===== config.mk =====
export PLATFORM = sky130hd
export DESIGN_NAME = crypto1_stream_cipher_core
export DESIGN_NICKNAME = d
export VERILOG_FILES = /design/src/rtl/core/crypto1_pkg.sv /design/src/rtl/core/crypto1_stream_cipher_core.sv /design/src/rtl/core/crypto1_ctrl.sv /design/src/rtl/core/crypto1_dp.sv
export SDC_FILE = /design/constraint.sdc
export NUM_CORES = 1
export LEC_CHECK = 0
export ABC_AREA = 1
export BUFFER_PORTS_ARGS = -buffer_cell sky130_fd_sc_hd__clkbuf_2
export CORE_ASPECT_RATIO = 1.25
export CORE_UTILIZATION = 56
export CTS_CLUSTER_DIAMETER = 60
export CTS_CLUSTER_SIZE = 30
export DETAILED_ROUTE_END_ITERATION = 10
export PLACE_DENSITY = 0.74
export SYNTH_ARGS = -nofsm -noshare
export SYNTH_HDL_FRONTEND = slang
export SYNTH_SLANG_ARGS = --single-unit

===== constraint.sdc =====
create_clock -name clk -period 3.7 [get_ports clk]
set_clock_uncertainty 0.2 [all_clocks]
set_input_delay 0.185 -clock clk [delete_from_list [all_inputs] [get_ports clk]]
set_output_delay 0.185 -clock clk [all_outputs]
set_load 0.1 [all_outputs]

===== src/rtl/core/crypto1_pkg.sv =====
// Shared types, constants and LFSR functions for the Crypto-1 stream cipher core.
// No dependencies; imported by the controller, the datapath and the top level.
`timescale 1ns / 1ps
`default_nettype none

package crypto1_pkg;

  localparam int HALF_W    = 24;
  localparam int KEY_W     = 48;
  localparam int IV_W      = 64;
  localparam int BYTE_W    = 8;
  localparam int CFG_IDX_W = 2;
  localparam int INIT_N    = 4;
  localparam int INIT_CNT_W = $clog2(INIT_N);

  localparam logic [CFG_IDX_W-1:0] REG_KEY = 2'd0;
  localparam logic [CFG_IDX_W-1:0] REG_IV  = 2'd1;

  localparam logic [HALF_W-1:0] FB_MASK_ODD  = 24'h29CE5C;
  localparam logic [HALF_W-1:0] FB_MASK_EVEN = 24'h870804;
  localparam logic [HALF_W-1:0] FLT_MASK0    = 24'h0F22C0;
  localparam logic [HALF_W-1:0] FLT_MASK1    = 24'h06C9C0;
  localparam logic [HALF_W-1:0] FLT_MASK2    = 24'h03C8B0;
  localparam logic [HALF_W-1:0] FLT_MASK3    = 24'h01E458;
  localparam logic [HALF_W-1:0] FLT_MASK4    = 24'h00D938;
  localparam logic [31:0]       FLT_OUT      = 32'hEC57E80A;

  typedef enum logic [2:0] {
    S_IDLE = 3'b001,
    S_INIT = 3'b010,
    S_DATA = 3'b100
  } crypto1_state_t;

  typedef struct packed {
    logic                  load_key;
    logic                  init_step;
    logic [INIT_CNT_W-1:0] init_idx;
    logic                  data_step;
    logic                  use_held;
    logic                  hold_data;
  } crypto1_cmd_t;

  typedef struct packed {
    logic out_free;
  } crypto1_sts_t;

  typedef struct packed {
    logic [HALF_W-1:0] odd_half;
    logic [HALF_W-1:0] even_half;
  } crypto1_lfsr_t;

  typedef struct packed {
    crypto1_lfsr_t     lfsr;
    logic [BYTE_W-1:0] ks;
  } crypto1_byte_res_t;

  function automatic logic filter_bit(input logic [HALF_W-1:0] x);
    logic [4:0] f;
    f[4] = FLT_MASK0[5'(x[3:0])   + 5'd4];
    f[3] = FLT_MASK1[5'(x[7:4])   + 5'd3];
    f[2] = FLT_MASK2[5'(x[11:8])  + 5'd2];
    f[1] = FLT_MASK3[5'(x[15:12]) + 5'd1];
    f[0] = FLT_MASK4[5'(x[19:16])];
    return FLT_OUT[f];
  endfunction

  function automatic crypto1_byte_res_t clock_byte(input crypto1_lfsr_t st,
                                                   input logic [BYTE_W-1:0] din);
    crypto1_byte_res_t res;
    logic [HALF_W-1:0] odd_v;
    logic [HALF_W-1:0] even_v;
    logic [HALF_W-1:0] newer;
    logic              fb;
    odd_v  = st.odd_half;
    even_v = st.even_half;
    res.ks = '0;
    for (int k = 0; k < BYTE_W; k++) begin
      res.ks[k] = filter_bit(odd_v);
      fb        = din[k] ^ (^(FB_MASK_ODD & odd_v)) ^ (^(FB_MASK_EVEN & even_v));
      newer     = {even_v[HALF_W-2:0], fb};
      even_v    = odd_v;
      odd_v     = newer;
    end
    res.lfsr.odd_half  = odd_v;
    res.lfsr.even_half = even_v;
    return res;
  endfunction

  function automatic crypto1_lfsr_t key_to_lfsr(input logic [KEY_W-1:0] k);
    crypto1_lfsr_t st;
    for (int j = 0; j < HALF_W; j++) begin
      st.odd_half[HALF_W-1-j]  = k[(46 - 2*j) ^ 7];
      st.even_half[HALF_W-1-j] = k[(47 - 2*j) ^ 7];
    end
    return st;
  endfunction

endpackage

`default_nettype wire


===== src/rtl/core/crypto1_stream_cipher_core.sv =====
// Crypto-1 stream cipher core: top level joining crypto1_ctrl and crypto1_dp.
// Plain beat: taken and encrypted in the accept cycle, result in out_tdata in the following cycle.
// Restart beat: key load in the accept cycle, then the uid/nonce init steps, then the data step.
// Throughput: 1 beat per cycle (8-step LFSR byte unit) while out_tready holds; restart blocks new beats.
// Reset (rst_n, synchronous): key, uid/nonce and LFSR cleared to zero, output empty.
`timescale 1ns / 1ps
`default_nettype none

module crypto1_stream_cipher_core (
  input  wire                                clk,
  input  wire                                rst_n,
  input  wire                                cfg_valid,
  output logic                               cfg_ready,
  input  wire  [crypto1_pkg::CFG_IDX_W-1:0]  cfg_index,
  input  wire  [crypto1_pkg::IV_W-1:0]       cfg_data,
  input  wire                                in_tvalid,
  output logic                               in_tready,
  input  wire  [crypto1_pkg::BYTE_W-1:0]     in_tdata,   // [7:0] data_byte
  input  wire                                in_tuser,   // [0] restart
  output logic                               out_tvalid,
  input  wire                                out_tready,
  output logic [crypto1_pkg::BYTE_W-1:0]     out_tdata   // [7:0] out_byte
);
  import crypto1_pkg::*;

  crypto1_cmd_t cmd;
  crypto1_sts_t sts;

  crypto1_ctrl u_ctrl (
    .clk       (clk),
    .rst_n     (rst_n),
    .in_tvalid (in_tvalid),
    .in_tready (in_tready),
    .in_tuser  (in_tuser),
    .sts       (sts),
    .cmd       (cmd)
  );

  crypto1_dp u_dp (
    .clk        (clk),
    .rst_n      (rst_n),
    .cfg_valid  (cfg_valid),
    .cfg_ready  (cfg_ready),
    .cfg_index  (cfg_index),
    .cfg_data   (cfg_data),
    .in_data    (in_tdata),
    .out_tvalid (out_tvalid),
    .out_tready (out_tready),
    .out_data   (out_tdata),
    .cmd        (cmd),
    .sts        (sts)
  );

endmodule

`default_nettype wire


===== src/rtl/core/crypto1_ctrl.sv =====
// Sequencer for the Crypto-1 core: input handshake, key load, uid/nonce init, data byte.
// Depends on crypto1_pkg; drives the datapath through crypto1_cmd_t.
`timescale 1ns / 1ps
`default_nettype none

module crypto1_ctrl (
  input  wire                       clk,
  input  wire                       rst_n,
  input  wire                       in_tvalid,
  output logic                      in_tready,
  input  wire                       in_tuser,
  input  crypto1_pkg::crypto1_sts_t sts,
  output crypto1_pkg::crypto1_cmd_t cmd
);
  import crypto1_pkg::*;

  crypto1_state_t        state_r, state_nxt;
  logic [INIT_CNT_W-1:0] cnt_r, cnt_nxt;

  always_comb begin
    state_nxt     = state_r;
    cnt_nxt       = cnt_r;
    cmd           = '0;
    cmd.init_idx  = cnt_r;
    in_tready     = 1'b0;
    unique case (state_r)
      S_IDLE: begin
        in_tready = sts.out_free;
        if (in_tvalid && sts.out_free) begin
          if (in_tuser) begin
            cmd.load_key  = 1'b1;
            cmd.hold_data = 1'b1;
            cnt_nxt       = '0;
            state_nxt     = S_INIT;
          end else begin
            cmd.data_step = 1'b1;
          end
        end
      end
      S_INIT: begin
        cmd.init_step = 1'b1;
        cnt_nxt       = cnt_r + 1'b1;
        if (cnt_r == INIT_CNT_W'(INIT_N - 1)) begin
          state_nxt = S_DATA;
        end
      end
      S_DATA: begin
        if (sts.out_free) begin
          cmd.data_step = 1'b1;
          cmd.use_held  = 1'b1;
          state_nxt     = S_IDLE;
        end
      end
      default: begin
        state_nxt = S_IDLE;
      end
    endcase
  end

  always_ff @(posedge clk) begin
    if (!rst_n) begin
      state_r <= S_IDLE;
      cnt_r   <= '0;
    end else begin
      state_r <= state_nxt;
      cnt_r   <= cnt_nxt;
    end
  end

endmodule

`default_nettype wire


===== src/rtl/core/crypto1_dp.sv =====
// Datapath for the Crypto-1 core: config registers, LFSR halves, byte clock unit, output register.
// Depends on crypto1_pkg; commanded by crypto1_ctrl.
`timescale 1ns / 1ps
`default_nettype none

module crypto1_dp (
  input  wire                                    clk,
  input  wire                                    rst_n,
  input  wire                                    cfg_valid,
  output logic                                   cfg_ready,
  input  wire  [crypto1_pkg::CFG_IDX_W-1:0]      cfg_index,
  input  wire  [crypto1_pkg::IV_W-1:0]           cfg_data,
  input  wire  [crypto1_pkg::BYTE_W-1:0]         in_data,
  output logic                                   out_tvalid,
  input  wire                                    out_tready,
  output logic [crypto1_pkg::BYTE_W-1:0]         out_data,
  input  crypto1_pkg::crypto1_cmd_t              cmd,
  output crypto1_pkg::crypto1_sts_t              sts
);
  import crypto1_pkg::*;

  logic [KEY_W-1:0]  key_r;
  logic [IV_W-1:0]   iv_r;
  crypto1_lfsr_t     lfsr_r, lfsr_nxt;
  logic [BYTE_W-1:0] held_r;
  logic [BYTE_W-1:0] out_data_r;
  logic              out_valid_r, out_valid_nxt;

  logic [31:0]       mix;
  logic [BYTE_W-1:0] init_byte;
  logic [BYTE_W-1:0] unit_in;
  logic [BYTE_W-1:0] data_src;
  crypto1_byte_res_t unit_res;

  assign cfg_ready    = 1'b1;
  assign sts.out_free = !out_valid_r || out_tready;
  assign out_tvalid   = out_valid_r;
  assign out_data     = out_data_r;

  assign mix = iv_r[63:32] ^ iv_r[31:0];

  always_comb begin
    unique case (cmd.init_idx)
      2'd0:    init_byte = mix[31:24];
      2'd1:    init_byte = mix[23:16];
      2'd2:    init_byte = mix[15:8];
      default: init_byte = mix[7:0];
    endcase
  end

  assign unit_in  = cmd.init_step ? init_byte : '0;
  assign unit_res = clock_byte(lfsr_r, unit_in);
  assign data_src = cmd.use_held ? held_r : in_data;

  always_comb begin
    priority if (cmd.load_key) begin
      lfsr_nxt = key_to_lfsr(key_r);
    end else if (cmd.init_step || cmd.data_step) begin
      lfsr_nxt = unit_res.lfsr;
    end else begin
      lfsr_nxt = lfsr_r;
    end
  end

  always_comb begin
    priority if (cmd.data_step) begin
      out_valid_nxt = 1'b1;
    end else if (out_tready) begin
      out_valid_nxt = 1'b0;
    end else begin
      out_valid_nxt = out_valid_r;
    end
  end

  always_ff @(posedge clk) begin
    if (!rst_n) begin
      key_r       <= '0;
      iv_r        <= '0;
      lfsr_r      <= '0;
      out_valid_r <= 1'b0;
    end else begin
      if (cfg_valid && cfg_index == REG_KEY) begin
        key_r <= cfg_data[KEY_W-1:0];
      end
      if (cfg_valid && cfg_index == REG_IV) begin
        iv_r <= cfg_data;
      end
      lfsr_r      <= lfsr_nxt;
      out_valid_r <= out_valid_nxt;
    end
  end

  always_ff @(posedge clk) begin
    if (cmd.hold_data) begin
      held_r <= in_data;
    end
    if (cmd.data_step) begin
      out_data_r <= data_src ^ unit_res.ks;
    end
  end

endmodule

`default_nettype wire

Word-level counts from Yosys, hierarchy flattened:

Memory sizes are Yosys's and may differ from the RTL's. A register that Yosys moved wholly into a read port is not among the register bits.
Cells that the tools add are included.

* add/subtract/negate cells: 33
* $lt $le $gt $ge: 48
* eq/ne operators: 11
* mux-type cells: 89
* bitwise logic cells: 18
* reduce and logical (&&, ||, !) cells: 29

Operator list (number)
* XOR reduction 24 bit: 16
* less-than comparator 5 x 6 -> 1 bit (second input constant): 40
* two-way mux 48 bit: 2
* adder 4 x 2 -> 5 bit (second input constant): 16
* two-way mux 4 bit: 16
* two-way mux 1 bit: 58
* less-than comparator 4 x 6 -> 1 bit (second input constant): 8
* adder 4 x 1 -> 5 bit (second input constant): 8
* adder 4 x 3 -> 5 bit (second input constant): 8
* bitwise XOR 32 bit: 1
* case mux 8 bit (3 select lines): 1
* two-way mux 8 bit: 2
* bitwise XOR 1 bit: 16
* two-way mux 3 bit: 4
* case mux 3 bit (3 select lines): 1
* bitwise XOR 8 bit: 1
* two-way mux 2 bit: 3
* inequality test 2 x 1 -> 1 bit (second input constant): 3
* nonzero test 2 bit: 3
* equality test 2 x 1 -> 1 bit (second input constant): 2
* equality test 2 bit (second input constant): 2
* logical NOT 2 bit: 2
* case mux 2 bit (2 select lines): 1
* AND reduction 4 bit: 1
* other kinds (10): 13

* register bits: 182
* ROM bits: 1408
* input port bits: 80
* memories kept: 48

Memory list
* (name not given): depth 32, bits a word 1, rd ports 1, clocked after memory_dff 0, wr ports 0, line crypto1_pkg.sv:64 `return FLT_OUT[f];`
* (name not given): depth 32, bits a word 1, rd ports 1, clocked after memory_dff 0, wr ports 0, line crypto1_pkg.sv:59 `f[4] = FLT_MASK0[5'(x[3:0]) + 5'd4];`
* (name not given): depth 32, bits a word 1, rd ports 1, clocked after memory_dff 0, wr ports 0, line crypto1_pkg.sv:60 `f[3] = FLT_MASK1[5'(x[7:4]) + 5'd3];`
* (name not given): depth 32, bits a word 1, rd ports 1, clocked after memory_dff 0, wr ports 0, line crypto1_pkg.sv:61 `f[2] = FLT_MASK2[5'(x[11:8]) + 5'd2];`
* (name not given): depth 32, bits a word 1, rd ports 1, clocked after memory_dff 0, wr ports 0, line crypto1_pkg.sv:62 `f[1] = FLT_MASK3[5'(x[15:12]) + 5'd1];`
* (name not given): depth 32, bits a word 1, rd ports 1, clocked after memory_dff 0, wr ports 0, line crypto1_pkg.sv:64
* 42 more memories

Logic depth before layout (Yosys ltp):

* depth in word-level cells: 14
* gate-level depth with buffers: 32
* mapped depth without buffers: 32

Cells and area by module:

A second synthesis with hierarchy kept.

* cell total of the unflattened synthesis: 2012
* area total of the unflattened synthesis: 13242.7 um^2

Modules (own cells, without submodules)
* crypto1_dp: times used 1, cells an instance 1969, area an instance 12957.4 um^2, seq. area each 3863.7 um^2
* crypto1_ctrl: times used 1, cells an instance 43, area an instance 285.3 um^2, seq. area each 100.1 um^2

Least setup slack after synthesis:

OpenSTA, ideal clock, no wires.

* path type: register to register
* start point: reg u_dp.lfsr_r[34] in the netlist's numbering
* end point: reg u_dp.out_data_r[6] (netlist: u_dp.out_data[6]), data pin
* library setup time: 0.252 ns
* arrival time: 3.255 ns
* slack: -0.007 ns
* cell stages (with the launch flop): 32
* cells stage by stage: dfxtp_1 -> clkbuf_1 -> inv_1 -> ha_1 -> inv_1 -> nand2_1 -> nand2_1 -> nand2_1 -> nand2_1 -> nand2_1 -> nand2_1 -> inv_1 -> nor2_1 -> nor2_1 -> nand2_1 -> nand2_1 -> ha_1 -> xnor2_1 -> xor2_1 -> nand2_1 -> nand2_1 -> inv_1 -> nand2_1 -> nand3_1 -> nand3_1 -> nand2_1 -> nand2_1 -> nand2_1 -> nand2_1 -> nand2_1 -> nand2_1 -> nand2_1

* longest elaborated chain between the ends: 12
* elaborated cells on any way between the ends: 17

RTL lines
* from (decl): line crypto1_dp.sv:24 `crypto1_lfsr_t lfsr_r, lfsr_nxt;`
* from (signal assigned): line crypto1_dp.sv:88 `lfsr_r <= lfsr_nxt;`
* XOR reduction 24 bit: line crypto1_pkg.sv:79 `fb = din[k] ^ (^(FB_MASK_ODD & odd_v)) ^ (^(FB_MASK_EVEN & even_v));`
* bitwise XOR 1 bit (2 in a row): line crypto1_pkg.sv:79
* XOR reduction 24 bit: line crypto1_pkg.sv:79
* bitwise XOR 1 bit (2 in a row): line crypto1_pkg.sv:79
* adder 4 x 3 -> 5 bit: line crypto1_pkg.sv:59
* memory read (32 x 1 bit)
* two-way mux 1 bit (not written as such): line crypto1_pkg.sv:59
* memory read (32 x 1 bit) (*)
* two-way mux 1 bit (not written as such) (*): line crypto1_pkg.sv:64
* bitwise XOR 8 bit (*): line crypto1_dp.sv:98 `out_data_r <= data_src ^ unit_res.ks;`
* to (signal assigned): line crypto1_dp.sv:98
* to (decl): line crypto1_dp.sv:26 `logic [BYTE_W-1:0] out_data_r;`

Mark *: on every way between the ends. The rest lies on a longest branch, timed or not. The select of a mux whose other input is x is not followed.
A chain may end at the register's enable or synchronous reset.

Worst setup path after layout:

* start point: reg u_dp.lfsr_r[9] in the netlist's numbering
* end point: reg u_dp.out_data_r[7] (netlist: u_dp.out_data[7]), data pin

The elaborated chain is that of the path after synthesis.

==> impl_metrics.csv <==
group,metric,value,unit
logic_synthesis,synth_enable_flop_cells,16,
grt,grt_max_degree,67,
grt,grt-ovfl-total,0,
pwr,switching_share,41.9,%
floorplan,dieArea,24600,µm²
min_path,hp-class,"in -> reg",
sta,hold_violations,0,
pwr,p_per_area,485,nW/µm²
finish,nNetsFinal,2365,
worst_setup_path,critPathCapture,"u_dp.out_data[7]",
sta,slew_violations,0,
finish,antennaDiodeCount,0,
sta,fin_crit,3450,ps
finish,final_common_cell,"nand2_1",
floorplan,core,23200,µm²
worst_setup_path,r2r-start,"u_dp.lfsr_r[9]",
sta,slew_headroom,36.1,%
sta,finalCritPeriodShare,93.2,%
sta,tightestPinTransition,957,ps
logic_synthesis,synth_seq_cells,190,
clock_network,clk_pin_slew_worst_paths,80,ps
route,routed_wl,39300,µm
finish,design_area,15800,µm²
worst_setup_path,required,3700,ps
logic_synthesis,syn_inst,2028,
worst_setup_path,path_common_cell,"nand2_1",
pwr,leakage,0.00727,µW
place,dpl.cell_count,2376,
clock_network,numCtsBuffers,17,
logic_synthesis,syn_area,13400,µm²
clock_network,htreeDepth,4,
worst_setup_path,path_max_fanout,4,
worst_setup_path,startpoint,"u_dp.lfsr_r[9]",
logic_synthesis,async_reset_ff_share,0,%
sta,fmax,290,MHz
floorplan,die_h,175,µm
finish,mostFrequentLayoutCells,"540 x nand2_1, 269 x nor2_1, 206 x o21ai_0",
pwr,internal-power,4440,µW
grt,grt_use_total,32.5,%
pwr,p_comb_share,45.5,%
route,drt_iter0_markers,885,
grt,grt_pass1_vias,12597,
floorplan,start_util,57.8,%
place,place_congestion,0.995,
grt,antenna_found_initial,0,
worst_setup_path,rr_endpoint,"u_dp.out_data[7]",
clock_network,cts.sink_count,190,
worst_setup_path,worstSetupPathType,"reg -> reg",
worst_setup_path,critPathArrivalTime,3450,ps
pwr,clkPwrFrac,23.4,%
worst_setup_path,slowest_stage,"dfxtp_2",
pwr,irDropWorstVdd,0.364,mV
logic_synthesis,synthDistinctLibCells,57,
logic_synthesis,seq_area_frac_synth,29.6,%
clock_network,insertion_delay,440,ps
place,dpl_cell_area,14200,µm²
logic_synthesis,synthFlopType,"dfxtp_1",
sta,rsz0062_at_grt,"yes",
route,drt_pass1_iterations,7,
clock_network,clockRootBuffer,"clkbuf_16",
logic_synthesis,yosysWarnings,0,
pwr,pwr-share-seq,31.1,%
route,antenna_left,0,
route,wl_per_cell,15.8,µm
worst_setup_path,cp_slowest_stage_delay,340,ps
finish,areaGrowthSynthToFinish,17.8,%
place,io_buffers,89,
logic_synthesis,syn_nets,2206,
flow_run,cap_violations,0,
clock_network,cts_tree,"built",
worst_setup_path,rrSetupSlack,250,ps
pwr,totalPowerFinal,7650,µW
worst_setup_path,start_kind,"flop",
place,place_hpwl,28900,µm
pwr,switchingPower,3210,µW
sta,setup_violations,0,
clock_network,clk_path_buf_depth,2,
finish,stdcell_count,2488,
floorplan,die_w,140,µm
floorplan,pin_count,91,
route,route.detailed.drc,0,
grt,grt_pass1_wl,62600,µm
route,via_count,13455,
floorplan,num_rows,62,
logic_synthesis,syn_avg_cell_area,6.61,µm²
status,status,"completed",
worst_setup_path,worstSetupEndpointType,"flop",
finish,nFillCells,1966,
finish,drive_above_1_share,12.7,%
route,viasPerCell,5.41,
worst_setup_path,reg2regPathDepth,30,
area by class of cell:
type / count / area (µm²) / share of cell area, %
Multi-Input combinational cell: 1539 / 8420 / 53.3
Clock inverter: 14 / 126 / 0.801
Timing Repair Buffer: 227 / 1680 / 10.6
Sequential cell: 190 / 3970 / 25.1
Clock buffer: 18 / 429 / 2.72
Tap cell: 288 / 360 / 2.28
Inverter: 212 / 803 / 5.09
worst min path at each step:
stage / endpoint / cells past startpoint / start
after floorplan: u_dp.held_r[0] / 0 / in_tdata[0]
after global placement: u_dp.held_r[0] / 1 / in_tdata[0]
after detailed placement: u_dp.held_r[7] / 1 / in_tdata[7]
after CTS: u_ctrl.state_r[0] / 4 / in_tuser
after global routing: u_ctrl.state_r[0] / 4 / in_tuser
final: u_ctrl.state_r[0] / 4 / in_tuser
power groups by stage:
stage          clock network [µW]  logic, µW  registers [µW]
6_report                     1790       3480            2380
5_1_grt                      1880       3870            2390
4_1_cts                      1800       3200            2370
3_3_place_gp                    0       3050            2410
2_1_floorplan                   0       2260            2540
3_5_place_dp                    0       3120            2420
metrics by stage:
| stage | util, % | TNS, ps | setup WS (ps) | hold slack [ps] |
|---|---|---|---|---|
| floorplan | - | 0 | 84.3 | 83.9 |
| global placement | 61.4 | 0 | 171 | 180 |
| detailed placement | 61.4 | 0 | 25.5 | 179 |
| CTS | 66.9 | 0 | 8.38 | 47.2 |
| global route | 68.1 | -113 | -83.0 | 129 |
| finish | 68.1 | 0 | 253 | 69.8 |
Yosys cell counts (2+ instances only):
master / n / area [µm²]
o21ai_0: 206 / 1030
or2_2: 6 / 37.5
a22oi_1: 8 / 60.1
maj3_1: 2 / 20.0
buf_6: 4 / 45.0
nand3b_1: 7 / 52.6
inv_1: 199 / 747
mux2i_1: 4 / 40.0
o21a_4: 2 / 30.0
nor2_2: 6 / 37.5
nand4_1: 6 / 37.5
nand2_2: 5 / 31.3
o21a_1: 4 / 30.0
ha_1: 98 / 1230
nor2_8: 2 / 40.0
nand3_1: 94 / 470
o21bai_1: 5 / 37.5
clkbuf_1: 41 / 154
o21ai_1: 11 / 55.1
nor2_1: 270 / 1010
xor2_1: 48 / 420
clkinv_1: 2 / 7.51
o21ai_2: 6 / 52.6
a31oi_1: 30 / 188
nor2_4: 6 / 67.6
inv_2: 10 / 37.5
a21oi_1: 82 / 410
a211oi_1: 5 / 37.5
buf_4: 8 / 60.1
o211ai_1: 14 / 105
buf_2: 29 / 145
xnor2_1: 45 / 394
dfxtp_1: 174 / 3480
nand2_1: 547 / 2050
edfxtp_1: 16 / 480
buf_1: 4 / 15.0
a221oi_2: 2 / 30.0
worst max-delay path: cells and delay by family (launching register included):
family | cells | cell delay, ps
flops | 1 | 340
fa+ha+maj | 2 | 500
simple gates | 21 | 1390
buf+inv | 4 | 200
xor+xnor | 3 | 560
routing by layer:
metal,vias up,routed length [µm],GRT usage (%)
li1,6803,-,-
met4,0,1900,16.8
met3,103,2130,3.67
met1,6069,16700,39.9
met5,-,0,0
met2,480,18600,55.8
timing repair:
| item | 4_1_cts | 5_1_grt |
|---|---|---|
| resized for setup | 0 | 44 |
| setup buffers | 0 | 7 |
| endpoints found under the hold margin | 124 | 0 |
| endpoints found under the setup margin | 0 | 6 |
| hold buffers | 73 | 0 |
cells by family (layout without fill, tap and decap cells):
logic type	Yosys count	count (layout)	share of synthesized area, %
other	1	1	0.0280
flip-flops	190	190	29.6
multiplexers	4	4	0.299
AO/OA/AOI/OAI	384	384	16.2
adder cells (fa/ha/maj)	100	100	9.30
AND/OR/NAND/NOR	955	955	29.1
XOR/XNOR	95	95	6.37
buffers and inverters	299	471	9.14
registers in the layout, summed over array words and instances (netlist names), named ones only:
register / flops
u_dp.iv_r: 64
u_dp.out_tvalid: 1
u_dp.held_r: 8
u_dp.out_data: 8
u_dp.lfsr_r: 48
u_dp.key_r: 48
u_ctrl.cnt_r: 2
u_ctrl.state_r: 3
Power figures use the tool's default switching activity.
